<file path="config.mk">
export PLATFORM = sky130hd
export DESIGN_NAME = framed_command_receiver_core_flat
export DESIGN_NICKNAME = d
export VERILOG_FILES = /design/src/hw/rtl/fcr_pkg.sv /design/src/hw/rtl/fcr_req_if.sv /design/src/hw/rtl/fcr_rsp_if.sv /design/src/hw/rtl/fcr_csr_if.sv /design/src/hw/rtl/framed_command_receiver_core.sv /design/src/flat_wrapper.sv
export SDC_FILE = /design/constraint.sdc
export NUM_CORES = 1
export LEC_CHECK = 0
export CORE_UTILIZATION = 60
export CTS_CLUSTER_SIZE = 40
export DETAILED_ROUTE_END_ITERATION = 8
export DONT_BUFFER_PORTS = 1
export GPL_TIMING_DRIVEN = 0
export PLACE_DENSITY = 0.76
export SLEW_MARGIN = 20
export SYNTH_ARGS = -nofsm -noshare
export SYNTH_HDL_FRONTEND = slang
export SYNTH_SLANG_ARGS = --single-unit
</file>
<file path="constraint.sdc">
create_clock -name clock -period 6.05 [get_ports clock]
set_clock_uncertainty 0.1 [all_clocks]
set_input_delay 0.9075 -clock clock [delete_from_list [all_inputs] [get_ports clock]]
set_output_delay 0.9075 -clock clock [all_outputs]
set_load 0.05 [all_outputs]
</file>
<file path="src/hw/rtl/fcr_pkg.sv">
package fcr_pkg;

   typedef logic [2:0] phase_type;
   typedef logic [1:0] status_type;
   typedef logic [2:0] csr_index_type;

   localparam phase_type PH_WAIT = 3'd0;
   localparam phase_type PH_CMD  = 3'd1;
   localparam phase_type PH_LEN  = 3'd2;
   localparam phase_type PH_PAY  = 3'd3;
   localparam phase_type PH_CHK  = 3'd4;

   localparam status_type ST_OK      = 2'd0;
   localparam status_type ST_BAD_LEN = 2'd1;
   localparam status_type ST_UNKNOWN = 2'd2;
   localparam status_type ST_BAD_SUM = 2'd3;

   localparam csr_index_type REG_START_BYTE      = 3'd0;
   localparam csr_index_type REG_IDLE_TIMEOUT    = 3'd1;
   localparam csr_index_type REG_CODE_SET_SPEED  = 3'd2;
   localparam csr_index_type REG_CODE_STOP       = 3'd3;
   localparam csr_index_type REG_CODE_PING       = 3'd4;
   localparam csr_index_type REG_CODE_GET_STATUS = 3'd5;
   localparam csr_index_type REG_CODE_ACK        = 3'd6;

   localparam logic [7:0] LEN_SET_SPEED = 8'd4;
   localparam logic [7:0] LEN_ACK       = 8'd2;
   localparam logic [7:0] LEN_EMPTY     = 8'd0;

   localparam logic       OP_BYTE = 1'b0;
   localparam logic       OP_TICK = 1'b1;

   // first matching code decides
   function automatic status_type check_command(
      input logic [7:0] cmd,
      input logic [7:0] len,
      input logic [7:0] code_set_speed,
      input logic [7:0] code_stop,
      input logic [7:0] code_ping,
      input logic [7:0] code_get_status,
      input logic [7:0] code_ack
   );
      status_type st;
      if (cmd == code_set_speed) begin
         st = (len == LEN_SET_SPEED) ? ST_OK : ST_BAD_LEN;
      end else if (cmd == code_stop || cmd == code_ping || cmd == code_get_status) begin
         st = (len == LEN_EMPTY) ? ST_OK : ST_BAD_LEN;
      end else if (cmd == code_ack) begin
         st = (len == LEN_ACK) ? ST_OK : ST_BAD_LEN;
      end else begin
         st = ST_UNKNOWN;
      end
      return st;
   endfunction

endpackage

</file>
<file path="src/hw/rtl/fcr_req_if.sv">
interface fcr_req_if;
   logic       valid;
   logic       ready;
   logic       opcode;
   logic [7:0] data_byte;

   modport source (output valid, output opcode, output data_byte, input ready);
   modport sink (input valid, input opcode, input data_byte, output ready);
endinterface

</file>
<file path="src/hw/rtl/fcr_rsp_if.sv">
interface fcr_rsp_if;
   logic                  valid;
   logic                  ready;
   logic [7:0]            frame_command;
   logic [7:0]            frame_length;
   fcr_pkg::status_type   frame_status;
   logic [7:0]            payload_byte;
   logic                  payload_valid;
   logic                  last_item;

   modport source (output valid, output frame_command, output frame_length,
                   output frame_status, output payload_byte, output payload_valid,
                   output last_item, input ready);
   modport sink (input valid, input frame_command, input frame_length,
                 input frame_status, input payload_byte, input payload_valid,
                 input last_item, output ready);
endinterface

</file>
<file path="src/hw/rtl/fcr_csr_if.sv">
interface fcr_csr_if;
   logic                     valid;
   logic                     ready;
   fcr_pkg::csr_index_type   index;
   logic [7:0]               data;

   modport source (output valid, output index, output data, input ready);
   modport sink (input valid, input index, input data, output ready);
endinterface

</file>
<file path="src/hw/rtl/framed_command_receiver_core.sv">
// Timing: after the transfer of the byte that closes the frame, each result item of the
// frame goes through a payload memory read and then an output register load, the load
// waiting while the sink stalls. Input is taken one byte or tick per cycle while parsing
// and held off while a run streams. Reset (synchronous, active high) clears parser state
// and output valid, loads register defaults; the payload buffer is not cleared.
module framed_command_receiver_core #(
   parameter int MAX_PAYLOAD = 32
) (
   input  logic       clock,
   input  logic       reset,
   fcr_req_if.sink    req_bus,
   fcr_rsp_if.source  rsp_bus,
   fcr_csr_if.sink    csr_bus
);

   localparam int AW = (MAX_PAYLOAD > 1) ? $clog2(MAX_PAYLOAD) : 1;
   localparam int IW = $clog2(MAX_PAYLOAD + 1);
   localparam logic [7:0] MAX_LEN = 8'(MAX_PAYLOAD);

   localparam logic [1:0] CTL_PARSE = 2'd0;
   localparam logic [1:0] CTL_READ  = 2'd1;
   localparam logic [1:0] CTL_SEND  = 2'd2;

   // configuration
   logic [7:0] start_byte_ff, idle_timeout_ff, code_set_speed_ff, code_stop_ff;
   logic [7:0] code_ping_ff, code_get_status_ff, code_ack_ff;

   // parser state
   fcr_pkg::phase_type phase_ff, phase_in;
   logic [7:0]         held_cmd_ff, held_cmd_in;
   logic [7:0]         held_len_ff, held_len_in;
   logic [IW-1:0]      byte_idx_ff, byte_idx_in;
   logic [7:0]         sum_ff, sum_in;
   logic [7:0]         idle_ff, idle_in;

   // run state
   logic [1:0]          ctl_ff, ctl_in;
   logic [7:0]          run_cmd_ff, run_cmd_in;
   logic [7:0]          run_len_ff, run_len_in;
   fcr_pkg::status_type run_status_ff, run_status_in;
   logic                run_hdr_ff, run_hdr_in;
   logic [AW-1:0]       run_idx_ff, run_idx_in;

   // output register
   logic                rsp_valid_ff, rsp_valid_in;
   logic [7:0]          rsp_cmd_ff, rsp_cmd_in;
   logic [7:0]          rsp_len_ff, rsp_len_in;
   fcr_pkg::status_type rsp_status_ff, rsp_status_in;
   logic [7:0]          rsp_byte_ff, rsp_byte_in;
   logic                rsp_pvalid_ff, rsp_pvalid_in;
   logic                rsp_last_ff, rsp_last_in;

   // payload memory
   logic [7:0] pay_mem [MAX_PAYLOAD];
   logic [7:0] rd_data_ff;
   logic       pay_we;
   logic [AW-1:0] pay_waddr;
   logic [7:0] pay_wdata;

   logic req_xfer, csr_xfer, out_free, run_last;
   logic [7:0] b, idle_inc;

   assign req_bus.ready = (ctl_ff == CTL_PARSE);
   assign req_xfer      = req_bus.valid && req_bus.ready;
   assign csr_bus.ready = 1'b1;
   assign csr_xfer      = csr_bus.valid;
   assign b             = req_bus.data_byte;
   assign out_free      = !rsp_valid_ff || rsp_bus.ready;
   assign run_last      = run_hdr_ff || ((8'(run_idx_ff) + 8'd1) == run_len_ff);
   assign idle_inc      = (idle_ff < idle_timeout_ff) ? idle_ff + 8'd1 : idle_ff;

   assign rsp_bus.valid         = rsp_valid_ff;
   assign rsp_bus.frame_command = rsp_cmd_ff;
   assign rsp_bus.frame_length  = rsp_len_ff;
   assign rsp_bus.frame_status  = rsp_status_ff;
   assign rsp_bus.payload_byte  = rsp_byte_ff;
   assign rsp_bus.payload_valid = rsp_pvalid_ff;
   assign rsp_bus.last_item     = rsp_last_ff;

   always_ff @(posedge clock) begin
      if (reset) begin
         start_byte_ff      <= 8'd170;
         idle_timeout_ff    <= 8'd10;
         code_set_speed_ff  <= 8'd1;
         code_stop_ff       <= 8'd2;
         code_ping_ff       <= 8'd3;
         code_get_status_ff <= 8'd4;
         code_ack_ff        <= 8'd5;
      end else if (csr_xfer) begin
         unique case (csr_bus.index)
            fcr_pkg::REG_START_BYTE:      start_byte_ff      <= csr_bus.data;
            fcr_pkg::REG_IDLE_TIMEOUT:    idle_timeout_ff    <= csr_bus.data;
            fcr_pkg::REG_CODE_SET_SPEED:  code_set_speed_ff  <= csr_bus.data;
            fcr_pkg::REG_CODE_STOP:       code_stop_ff       <= csr_bus.data;
            fcr_pkg::REG_CODE_PING:       code_ping_ff       <= csr_bus.data;
            fcr_pkg::REG_CODE_GET_STATUS: code_get_status_ff <= csr_bus.data;
            fcr_pkg::REG_CODE_ACK:        code_ack_ff        <= csr_bus.data;
            default: ;
         endcase
      end
   end

   always_comb begin
      phase_in      = phase_ff;
      held_cmd_in   = held_cmd_ff;
      held_len_in   = held_len_ff;
      byte_idx_in   = byte_idx_ff;
      sum_in        = sum_ff;
      idle_in       = idle_ff;
      ctl_in        = ctl_ff;
      run_cmd_in    = run_cmd_ff;
      run_len_in    = run_len_ff;
      run_status_in = run_status_ff;
      run_hdr_in    = run_hdr_ff;
      run_idx_in    = run_idx_ff;
      rsp_valid_in  = rsp_valid_ff && !rsp_bus.ready;
      rsp_cmd_in    = rsp_cmd_ff;
      rsp_len_in    = rsp_len_ff;
      rsp_status_in = rsp_status_ff;
      rsp_byte_in   = rsp_byte_ff;
      rsp_pvalid_in = rsp_pvalid_ff;
      rsp_last_in   = rsp_last_ff;
      pay_we        = 1'b0;
      pay_waddr     = byte_idx_ff[AW-1:0];
      pay_wdata     = b;

      unique case (ctl_ff)
         CTL_PARSE: begin
            if (req_xfer && req_bus.opcode == fcr_pkg::OP_TICK) begin
               if (phase_ff != fcr_pkg::PH_WAIT) begin
                  idle_in = idle_inc;
                  if (idle_inc >= idle_timeout_ff) begin
                     phase_in    = fcr_pkg::PH_WAIT;
                     held_len_in = 8'd0;
                     byte_idx_in = '0;
                     sum_in      = 8'd0;
                     idle_in     = 8'd0;
                  end
               end
            end else if (req_xfer) begin
               idle_in = 8'd0;
               unique case (phase_ff)
                  fcr_pkg::PH_WAIT: begin
                     if (b == start_byte_ff) begin
                        phase_in = fcr_pkg::PH_CMD;
                     end
                  end
                  fcr_pkg::PH_CMD: begin
                     held_cmd_in = b;
                     sum_in      = b;
                     phase_in    = fcr_pkg::PH_LEN;
                  end
                  fcr_pkg::PH_LEN: begin
                     held_len_in = b;
                     sum_in      = sum_ff + b;
                     if (b > MAX_LEN) begin
                        run_cmd_in    = held_cmd_ff;
                        run_len_in    = b;
                        run_status_in = fcr_pkg::ST_BAD_LEN;
                        run_hdr_in    = 1'b1;
                        run_idx_in    = '0;
                        ctl_in        = CTL_READ;
                        held_len_in   = 8'd0;
                        byte_idx_in   = '0;
                        sum_in        = 8'd0;
                        phase_in      = (b == start_byte_ff) ? fcr_pkg::PH_CMD
                                                             : fcr_pkg::PH_WAIT;
                     end else if (b == 8'd0) begin
                        phase_in = fcr_pkg::PH_CHK;
                     end else begin
                        byte_idx_in = '0;
                        phase_in    = fcr_pkg::PH_PAY;
                     end
                  end
                  fcr_pkg::PH_PAY: begin
                     pay_we      = (byte_idx_ff < IW'(MAX_PAYLOAD));
                     byte_idx_in = byte_idx_ff + 1'b1;
                     sum_in      = sum_ff + b;
                     if (8'(byte_idx_in) >= held_len_ff) begin
                        phase_in = fcr_pkg::PH_CHK;
                     end
                  end
                  fcr_pkg::PH_CHK: begin
                     run_cmd_in  = held_cmd_ff;
                     run_len_in  = held_len_ff;
                     run_hdr_in  = (held_len_ff == 8'd0);
                     run_idx_in  = '0;
                     ctl_in      = CTL_READ;
                     held_len_in = 8'd0;
                     byte_idx_in = '0;
                     sum_in      = 8'd0;
                     if (b == sum_ff) begin
                        run_status_in = fcr_pkg::check_command(held_cmd_ff, held_len_ff,
                           code_set_speed_ff, code_stop_ff, code_ping_ff,
                           code_get_status_ff, code_ack_ff);
                        phase_in      = fcr_pkg::PH_WAIT;
                     end else begin
                        run_status_in = fcr_pkg::ST_BAD_SUM;
                        phase_in      = (b == start_byte_ff) ? fcr_pkg::PH_CMD
                                                             : fcr_pkg::PH_WAIT;
                     end
                  end
                  default: begin
                     phase_in    = fcr_pkg::PH_WAIT;
                     held_len_in = 8'd0;
                     byte_idx_in = '0;
                     sum_in      = 8'd0;
                  end
               endcase
            end
         end
         CTL_READ: begin
            // memory read of run_idx lands in rd_data_ff this edge
            ctl_in = CTL_SEND;
         end
         CTL_SEND: begin
            if (out_free) begin
               rsp_valid_in  = 1'b1;
               rsp_cmd_in    = run_cmd_ff;
               rsp_len_in    = run_len_ff;
               rsp_status_in = run_status_ff;
               rsp_byte_in   = run_hdr_ff ? 8'd0 : rd_data_ff;
               rsp_pvalid_in = !run_hdr_ff;
               rsp_last_in   = run_last;
               run_idx_in    = run_idx_ff + 1'b1;
               ctl_in        = run_last ? CTL_PARSE : CTL_READ;
            end
         end
         default: ctl_in = CTL_PARSE;
      endcase
   end

   always_ff @(posedge clock) begin
      if (reset) begin
         phase_ff     <= fcr_pkg::PH_WAIT;
         held_cmd_ff  <= 8'd0;
         held_len_ff  <= 8'd0;
         byte_idx_ff  <= '0;
         sum_ff       <= 8'd0;
         idle_ff      <= 8'd0;
         ctl_ff       <= CTL_PARSE;
         rsp_valid_ff <= 1'b0;
      end else begin
         phase_ff     <= phase_in;
         held_cmd_ff  <= held_cmd_in;
         held_len_ff  <= held_len_in;
         byte_idx_ff  <= byte_idx_in;
         sum_ff       <= sum_in;
         idle_ff      <= idle_in;
         ctl_ff       <= ctl_in;
         rsp_valid_ff <= rsp_valid_in;
      end
   end

   always_ff @(posedge clock) begin
      run_cmd_ff    <= run_cmd_in;
      run_len_ff    <= run_len_in;
      run_status_ff <= run_status_in;
      run_hdr_ff    <= run_hdr_in;
      run_idx_ff    <= run_idx_in;
      rsp_cmd_ff    <= rsp_cmd_in;
      rsp_len_ff    <= rsp_len_in;
      rsp_status_ff <= rsp_status_in;
      rsp_byte_ff   <= rsp_byte_in;
      rsp_pvalid_ff <= rsp_pvalid_in;
      rsp_last_ff   <= rsp_last_in;
   end

   always_ff @(posedge clock) begin
      if (pay_we) begin
         pay_mem[pay_waddr] <= pay_wdata;
      end
      rd_data_ff <= pay_mem[run_idx_ff];
   end

endmodule

</file>
<file path="src/flat_wrapper.sv">
// flat-port wrapper written by rule: the top's interface ports become plain ports
module framed_command_receiver_core_flat 
#(
   parameter int MAX_PAYLOAD = 32
)
  (clock, reset, req_bus_valid, req_bus_opcode, req_bus_data_byte, req_bus_ready, rsp_bus_valid, rsp_bus_frame_command, rsp_bus_frame_length, rsp_bus_frame_status, rsp_bus_payload_byte, rsp_bus_payload_valid, rsp_bus_last_item, rsp_bus_ready, csr_bus_valid, csr_bus_index, csr_bus_data, csr_bus_ready);
  fcr_req_if req_bus_i ();
  fcr_rsp_if rsp_bus_i ();
  fcr_csr_if csr_bus_i ();
  input  logic clock;
  input  logic reset;
  input wire logic [$bits(req_bus_i.valid)-1:0] req_bus_valid;
  input wire logic [$bits(req_bus_i.opcode)-1:0] req_bus_opcode;
  input wire logic [$bits(req_bus_i.data_byte)-1:0] req_bus_data_byte;
  output wire logic [$bits(req_bus_i.ready)-1:0] req_bus_ready;
  output wire logic [$bits(rsp_bus_i.valid)-1:0] rsp_bus_valid;
  output wire logic [$bits(rsp_bus_i.frame_command)-1:0] rsp_bus_frame_command;
  output wire logic [$bits(rsp_bus_i.frame_length)-1:0] rsp_bus_frame_length;
  output wire logic [$bits(rsp_bus_i.frame_status)-1:0] rsp_bus_frame_status;
  output wire logic [$bits(rsp_bus_i.payload_byte)-1:0] rsp_bus_payload_byte;
  output wire logic [$bits(rsp_bus_i.payload_valid)-1:0] rsp_bus_payload_valid;
  output wire logic [$bits(rsp_bus_i.last_item)-1:0] rsp_bus_last_item;
  input wire logic [$bits(rsp_bus_i.ready)-1:0] rsp_bus_ready;
  input wire logic [$bits(csr_bus_i.valid)-1:0] csr_bus_valid;
  input wire logic [$bits(csr_bus_i.index)-1:0] csr_bus_index;
  input wire logic [$bits(csr_bus_i.data)-1:0] csr_bus_data;
  output wire logic [$bits(csr_bus_i.ready)-1:0] csr_bus_ready;
  assign req_bus_i.valid = req_bus_valid;
  assign req_bus_i.opcode = req_bus_opcode;
  assign req_bus_i.data_byte = req_bus_data_byte;
  assign req_bus_ready = req_bus_i.ready;
  assign rsp_bus_valid = rsp_bus_i.valid;
  assign rsp_bus_frame_command = rsp_bus_i.frame_command;
  assign rsp_bus_frame_length = rsp_bus_i.frame_length;
  assign rsp_bus_frame_status = rsp_bus_i.frame_status;
  assign rsp_bus_payload_byte = rsp_bus_i.payload_byte;
  assign rsp_bus_payload_valid = rsp_bus_i.payload_valid;
  assign rsp_bus_last_item = rsp_bus_i.last_item;
  assign rsp_bus_i.ready = rsp_bus_ready;
  assign csr_bus_i.valid = csr_bus_valid;
  assign csr_bus_i.index = csr_bus_index;
  assign csr_bus_i.data = csr_bus_data;
  assign csr_bus_ready = csr_bus_i.ready;
  framed_command_receiver_core #(.MAX_PAYLOAD(MAX_PAYLOAD)) u_core (.clock(clock), .reset(reset), .req_bus(req_bus_i), .rsp_bus(rsp_bus_i), .csr_bus(csr_bus_i));
endmodule
</file>
-- Word level (Yosys, flattened, before mapping)
Memory sizes are Yosys's and may differ from the RTL's. A register that Yosys moved wholly into a read port is not among the register bits.
Cells that the tools add are included.
- flip-flop bits (word level): 152
- RAM bits: 256
- bits of input ports: 25
- logic and storage cells: 180
- memories: 1
- add/sub/neg operators: 5
- order comparisons: 5
- equality and inequality tests: 36
- muxes and demuxes: 68
- bitwise logic cells: 1
- reductions and logical operators: 38
- memory list (memory ; depth ; width ; read ports ; clocked after Yosys merged registers in ; write ports ; line ; text):
    u_core.pay_mem ; 32 ; 8 ; 1 ; 1 ; 1 ; framed_command_receiver_core.sv:54 ; logic [7:0] pay_mem [MAX_PAYLOAD];
- operators with widths (operator ; number):
    2-to-1 mux 8 bit ; 15
    equality test 8 bit ; 8
    case mux 8 bit (2 select lines) ; 3
    2-to-1 mux 6 bit ; 6
    case mux 8 bit (4 select lines) ; 1
    2-to-1 mux 3 bit ; 9
    2-to-1 mux 5 bit ; 4
    case mux 5 bit (2 select lines) ; 2
    AND reduction 5 bit ; 4
    case mux 6 bit (3 select lines) ; 1
    AND reduction 6 bit ; 3
    logical NOT 8 bit ; 2
    2-to-1 mux 2 bit ; 8
    AND reduction 2 bit ; 8
    case mux 3 bit (5 select lines) ; 1
    2-to-1 mux 1 bit ; 14
    equality test 3 x 2 -> 1 bit (second input constant) ; 4
    equality test 3 bit (second input constant) ; 4
    != test 2 x 1 -> 1 bit (second input constant) ; 5
    adder 8 x 1 -> 8 bit (second input constant) ; 1
    adder 8 bit ; 1
    equality test 8 x 2 -> 1 bit (second input constant) ; 1
    equality test 8 x 3 -> 1 bit (second input constant) ; 1
    >= comparator 6 x 8 -> 1 bit ; 1
    29 further kinds ; 46

-- Longest topological paths before layout
- depth in word-level cells: 7
- gate-level depth with buffers: 16

-- Worst setup path before layout
OpenSTA, ideal clock, no wires.
- kind: flip-flop to flip-flop
- start: register u_core.idle_ff[4]
- end: register u_core.idle_ff[7]
- arrival: 3.311 ns
- data required time: 5.876 ns
- path slack: 2.565 ns
- stages on the path, launching flop included: 15
- period minus slack after synthesis: 3.485 ns
- cells stage by stage: dfxtp_1 ha_1 a21oi_1 o211ai_1 a21oi_1 clkbuf_1 nand2_1 xnor2_1 ha_1 a2111oi_0 nor3_1 a21o_1 or2_2 or4_1 o21ai_0
- word-level cells in the longest chain between the ends: 6
- elaborated cells on any way between the ends: 7
- RTL lines (what ; line ; text):
    from (decl) ; framed_command_receiver_core.sv:34 ; logic [7:0] idle_ff, idle_in;
    from (signal assigned) ; framed_command_receiver_core.sv:249 ; idle_ff <= idle_in;
    adder 8 x 1 -> 8 bit / less-than comparator 8 bit (equally long branches) ; framed_command_receiver_core.sv:70 ; assign idle_inc = (idle_ff < idle_timeout_ff) ? idle_ff + 8'd1 : idle_ff;
    2-to-1 mux 8 bit (*) ; framed_command_receiver_core.sv:70 ;
    >= comparator 8 bit ; framed_command_receiver_core.sv:132 ; if (idle_inc >= idle_timeout_ff) begin
    2-to-1 mux 8 bit (*) ; framed_command_receiver_core.sv:132 ;
    2-to-1 mux 8 bit (*) ; framed_command_receiver_core.sv:130 ; if (phase_ff != fcr_pkg::PH_WAIT) begin
    2-to-1 mux 8 bit (*) ; framed_command_receiver_core.sv:129 ; if (req_xfer && req_bus.opcode == fcr_pkg::OP_TICK) begin
Every way passes the cells marked *; elsewhere a longest branch is shown, timed or not. The select of a mux whose other input is x is not followed.
A chain may end at the register's enable or synchronous reset.

-- Worst setup path in the final report
- start: register u_core.idle_ff[4]
- end: register u_core.held_len_ff[2]
- word-level cells in the longest chain between the ends: 5
- elaborated cells on any way between the ends: 6
- RTL lines (what ; line ; text):
    adder 8 x 1 -> 8 bit / less-than comparator 8 bit (equally long branches) ; framed_command_receiver_core.sv:70 ;
    2-to-1 mux 8 bit (*) ; framed_command_receiver_core.sv:70 ;
    >= comparator 8 bit (*) ; framed_command_receiver_core.sv:132 ;
    != test 2 bit (no source line) (*) ; - ;
    AND reduction 5 bit (no source line) (*) ; - ;
    to (signal assigned) ; framed_command_receiver_core.sv:246 ; held_len_ff <= held_len_in;
    to (decl) ; framed_command_receiver_core.sv:31 ; logic [7:0] held_len_ff, held_len_in;
Every way passes the cells marked *; elsewhere a longest branch is shown, timed or not.

==> results.yml <==
outcome:
  status: "finished, final reports clean"
sta:
  setup_ws_ns: 1.74
  min_period_ns: 4.31
  max_clock_freq_ghz: 0.232
  relSlewSlack_pct: 26.0
  fin_crit_sh_pct: 71.2
  rsz0062_at_grt: "no"
  hold_violations: 0
  setup_tns_ns: 0
  worst_pin_slew_ns: 1.11
  setup_viol: 0
  slew_violations: 0
global_route:
  gr-usage-all-layers_pct: 27.2
  grt_max_degree: 41
  grt-ovfl-total: 0
  grt_pass1_wl_um: 61400
  grt_antenna_before_repair: 1
  grt_pass1_vias: 10500
floorplanning:
  start_util_pct: 61.1
  coreArea_mm2: 0.0288
  die_area_mm2: 0.0300
  ios: 56
  dieHeight_um: 173
  num_rows: 62
  die_x_um: 173
cts:
  htree_levels: 2
  clk_pin_slew_ns: 0.06
  hold_buffers: 0
  clk_latency_ns: 0.55
  tritoncts: "done"
  cts_root_buf: "clkbuf_16"
  clock_sinks: 416
  cts_setup_buffers: 0
  post_cts_resized: 0
  cts_made_buffers: 42
  cts_buffer_depth: 3
worst_setup_path:
  critPathRequiredTime_ns: 6.40
  setup.worst_path.end_class: "register"
  crit_chain: "ha_1 -> a21oi_1 -> o211ai_1 -> a21oi_1 -> clkbuf_1 -> and3_1 -> xnor2_1 -> ha_1 -> o211ai_1 -> nor3_1 -> a21oi_1 -> a211oi_1 -> clkbuf_1 -> nand3_1 -> o31ai_1"
  slowest_stage: "a211oi_1"
  critPathKind: "reg2reg"
  crit_arrival_ns: 4.66
  crit_top_cell: "a21oi_1"
  startpoint_type: "register"
  critical_path_peak_fanout: 10
  endpoint: "u_core.held_len_ff[2]$_SDFFE_PP0P_"
  crit_start: "u_core.idle_ff[4]$_SDFFE_PP0P_"
  cp_slowest_stage_delay_ns: 0.53
  r2r_cells: 15
  r2r_slack_ns: 1.74
  timing.rr.end: "u_core.held_len_ff[2]$_SDFFE_PP0P_"
  r2r-start: "u_core.idle_ff[4]$_SDFFE_PP0P_"
placement:
  pre_cts_ws_ns: 1.85
  dp_hpwl_um: 25600
  io_buffers: 0
  gp_congestion: 0.864
layout:
  layout_common_cells: "edfxtp_1 (308), nand2_1 (150), dfxtp_1 (108)"
  largest_reg_flops: 256
  layout_commonest_cell: "edfxtp_1"
  drive_gt1_share_pct: 13.0
  diodes: 0
  nets: 1344
  regMostFlops: "u_core.pay_mem"
  area_delta_synth_final_pct: 10.6
routing:
  post_drt_wl_per_cell_um: 23.2
  viasPerCell: 6.20
  routed_wl_um: 39500
  drt_first_pass_iters: 5
  ant_nets: 0
  vias: 10600
  drtIter0Drc: 1111
  drc: 0
synthesis:
  synth-edff-count: 308
  syn_area_mm2: 0.0176
  async_flop_share_pct: 0
  synthesis.nets: 1300
  yosysSeqAreaShare_pct: 64.9
  synth.distinct_cells: 61
  ys_warn_count: 0
  avgSynthCellArea_um2: 14.2
  synth-main-ff-cell: "edfxtp_1"
  ys_ff_latch: 416
  syn_inst: 1240
power:
  power_frac_seq_pct: 53.5
  swShare_pct: 20.1
  leakage_nw: 6.51
  p_int_mw: 4.58
  combPwrFrac_pct: 1.6
  power_density_mw_per_mm2: 295
  pwr-share-clk_pct: 44.9
  power_switching_mw: 1.15
  ir_drop_mv: 0.243
hold_path:
  hp-class: "reg2reg"
  hold_depth: 0
job:
  max_cap_viol_count: 0
## cell usage after synthesis (5+ instances only)
library cell | instances | share of area, %
a211o_1 | 7 | 0.35
a211oi_1 | 5 | 0.21
a21o_1 | 9 | 0.38
a21oi_1 | 71 | 2.0
and2_1 | 5 | 0.18
and3_1 | 5 | 0.18
clkbuf_1 | 52 | 1.1
dfxtp_1 | 108 | 12
edfxtp_1 | 308 | 53
ha_1 | 34 | 2.4
inv_1 | 23 | 0.49
mux2_2 | 9 | 0.58
mux2i_1 | 5 | 0.28
mux4_2 | 80 | 10
nand2_1 | 150 | 3.2
nand2b_1 | 12 | 0.43
nand3_1 | 31 | 0.88
nand3b_1 | 10 | 0.43
nand4_1 | 7 | 0.25
nor2_1 | 76 | 1.6
nor2b_1 | 20 | 0.71
nor3_1 | 17 | 0.48
nor3b_1 | 6 | 0.26
nor4_1 | 12 | 0.43
o211ai_1 | 5 | 0.21
o21ai_0 | 27 | 0.77
o2bb2ai_1 | 5 | 0.25
o31ai_1 | 7 | 0.30
or3_1 | 7 | 0.25
xnor2_1 | 39 | 1.9
xor2_1 | 32 | 1.6
## power groups by stage
stage / combinational [mW] / sequential [mW] / clock, mW
3_5_place_dp: 0.0902 / 3.13 / 0
3_3_place_gp: 0.0882 / 3.13 / 0
4_1_cts: 0.0912 / 3.07 / 2.59
2_1_floorplan: 0.0679 / 3.13 / 0
5_1_grt: 0.103 / 3.07 / 2.70
6_report: 0.0933 / 3.07 / 2.57
## metal layers
| layer | vias to the layer above | track usage (%) | wire, um |
|---|---|---|---|
| met2 | 516 | 43.6 | 18900 |
| met5 | - | 0 | 0 |
| li1 | 4759 | - | - |
| met1 | 5197 | 37.8 | 16300 |
| met4 | 0 | 7.93 | 860 |
| met3 | 79 | 6.05 | 3470 |
## critical path, delay by kind of cell (launching register included)
family	cells	cell delay (ns)
AO/OA/AOI/OAI	7	1.47
XOR/XNOR	1	0.09
adder cells (fa/ha/maj)	2	0.57
buffers and inverters	2	0.77
flip-flops	1	0.47
AND/OR/NAND/NOR	3	0.74
## area by class of cell
class | instances | area (um2)
plain buffers | 62 | 258
multi-input cells | 739 | 5830
clock buffers | 50 | 1100
flip-flops and latches | 416 | 11400
well taps | 384 | 480
inverters | 23 | 86.3
fillers | 1944 | 9340
clock inverters | 27 | 272
## through the flow
step / instance area [um2] / power, mW / utilization [%] / hold WS, ns / cells
after global placement: 18100 / 3.22 / 62.7 / 0.303 / 1624
final: 19400 / 5.73 / 67.5 / 0.320 / 1701
after detailed placement: 18100 / 3.22 / 62.8 / 0.309 / 1624
after CTS: 19400 / 5.75 / 67.5 / 0.319 / 1701
after floorplan: 17600 / 3.20 / - / 0.300 / 1240
after global routing: 19400 / 5.87 / 67.5 / 0.324 / 1701
## worst min-delay path by stage
stage	from	endpoint	slack, ns
final	u_core.run_cmd_ff[4]$_DFFE_PP_	u_core.rsp_bus.frame_command[4]$_DFFE_PP_	0.32
after CTS	u_core.run_cmd_ff[4]$_DFFE_PP_	u_core.rsp_bus.frame_command[4]$_DFFE_PP_	0.32
after floorplan	u_core.run_cmd_ff[0]$_DFFE_PP_	u_core.rsp_bus.frame_command[0]$_DFFE_PP_	0.30
after detailed placement	u_core.run_cmd_ff[3]$_DFFE_PP_	u_core.rsp_bus.frame_command[3]$_DFFE_PP_	0.31
after global routing	u_core.run_cmd_ff[4]$_DFFE_PP_	u_core.rsp_bus.frame_command[4]$_DFFE_PP_	0.32
after global placement	u_core.run_cmd_ff[5]$_DFFE_PP_	u_core.rsp_bus.frame_command[5]$_DFFE_PP_	0.30
## cells by family after synthesis
| logic type | after synthesis | share of synthesized area [%] |
|---|---|---|
| flip-flops | 416 | 64.9 |
| AND/OR/NAND/NOR | 373 | 9.99 |
| AO/OA/AOI/OAI | 165 | 5.94 |
| multiplexers | 94 | 11.1 |
| buffers and inverters | 85 | 1.95 |
| XOR/XNOR | 71 | 3.54 |
| adder cells (fa/ha/maj) | 35 | 2.53 |
| other | 1 | 0.0213 |
No activity file was read; power rests on OpenSTA's default activity.
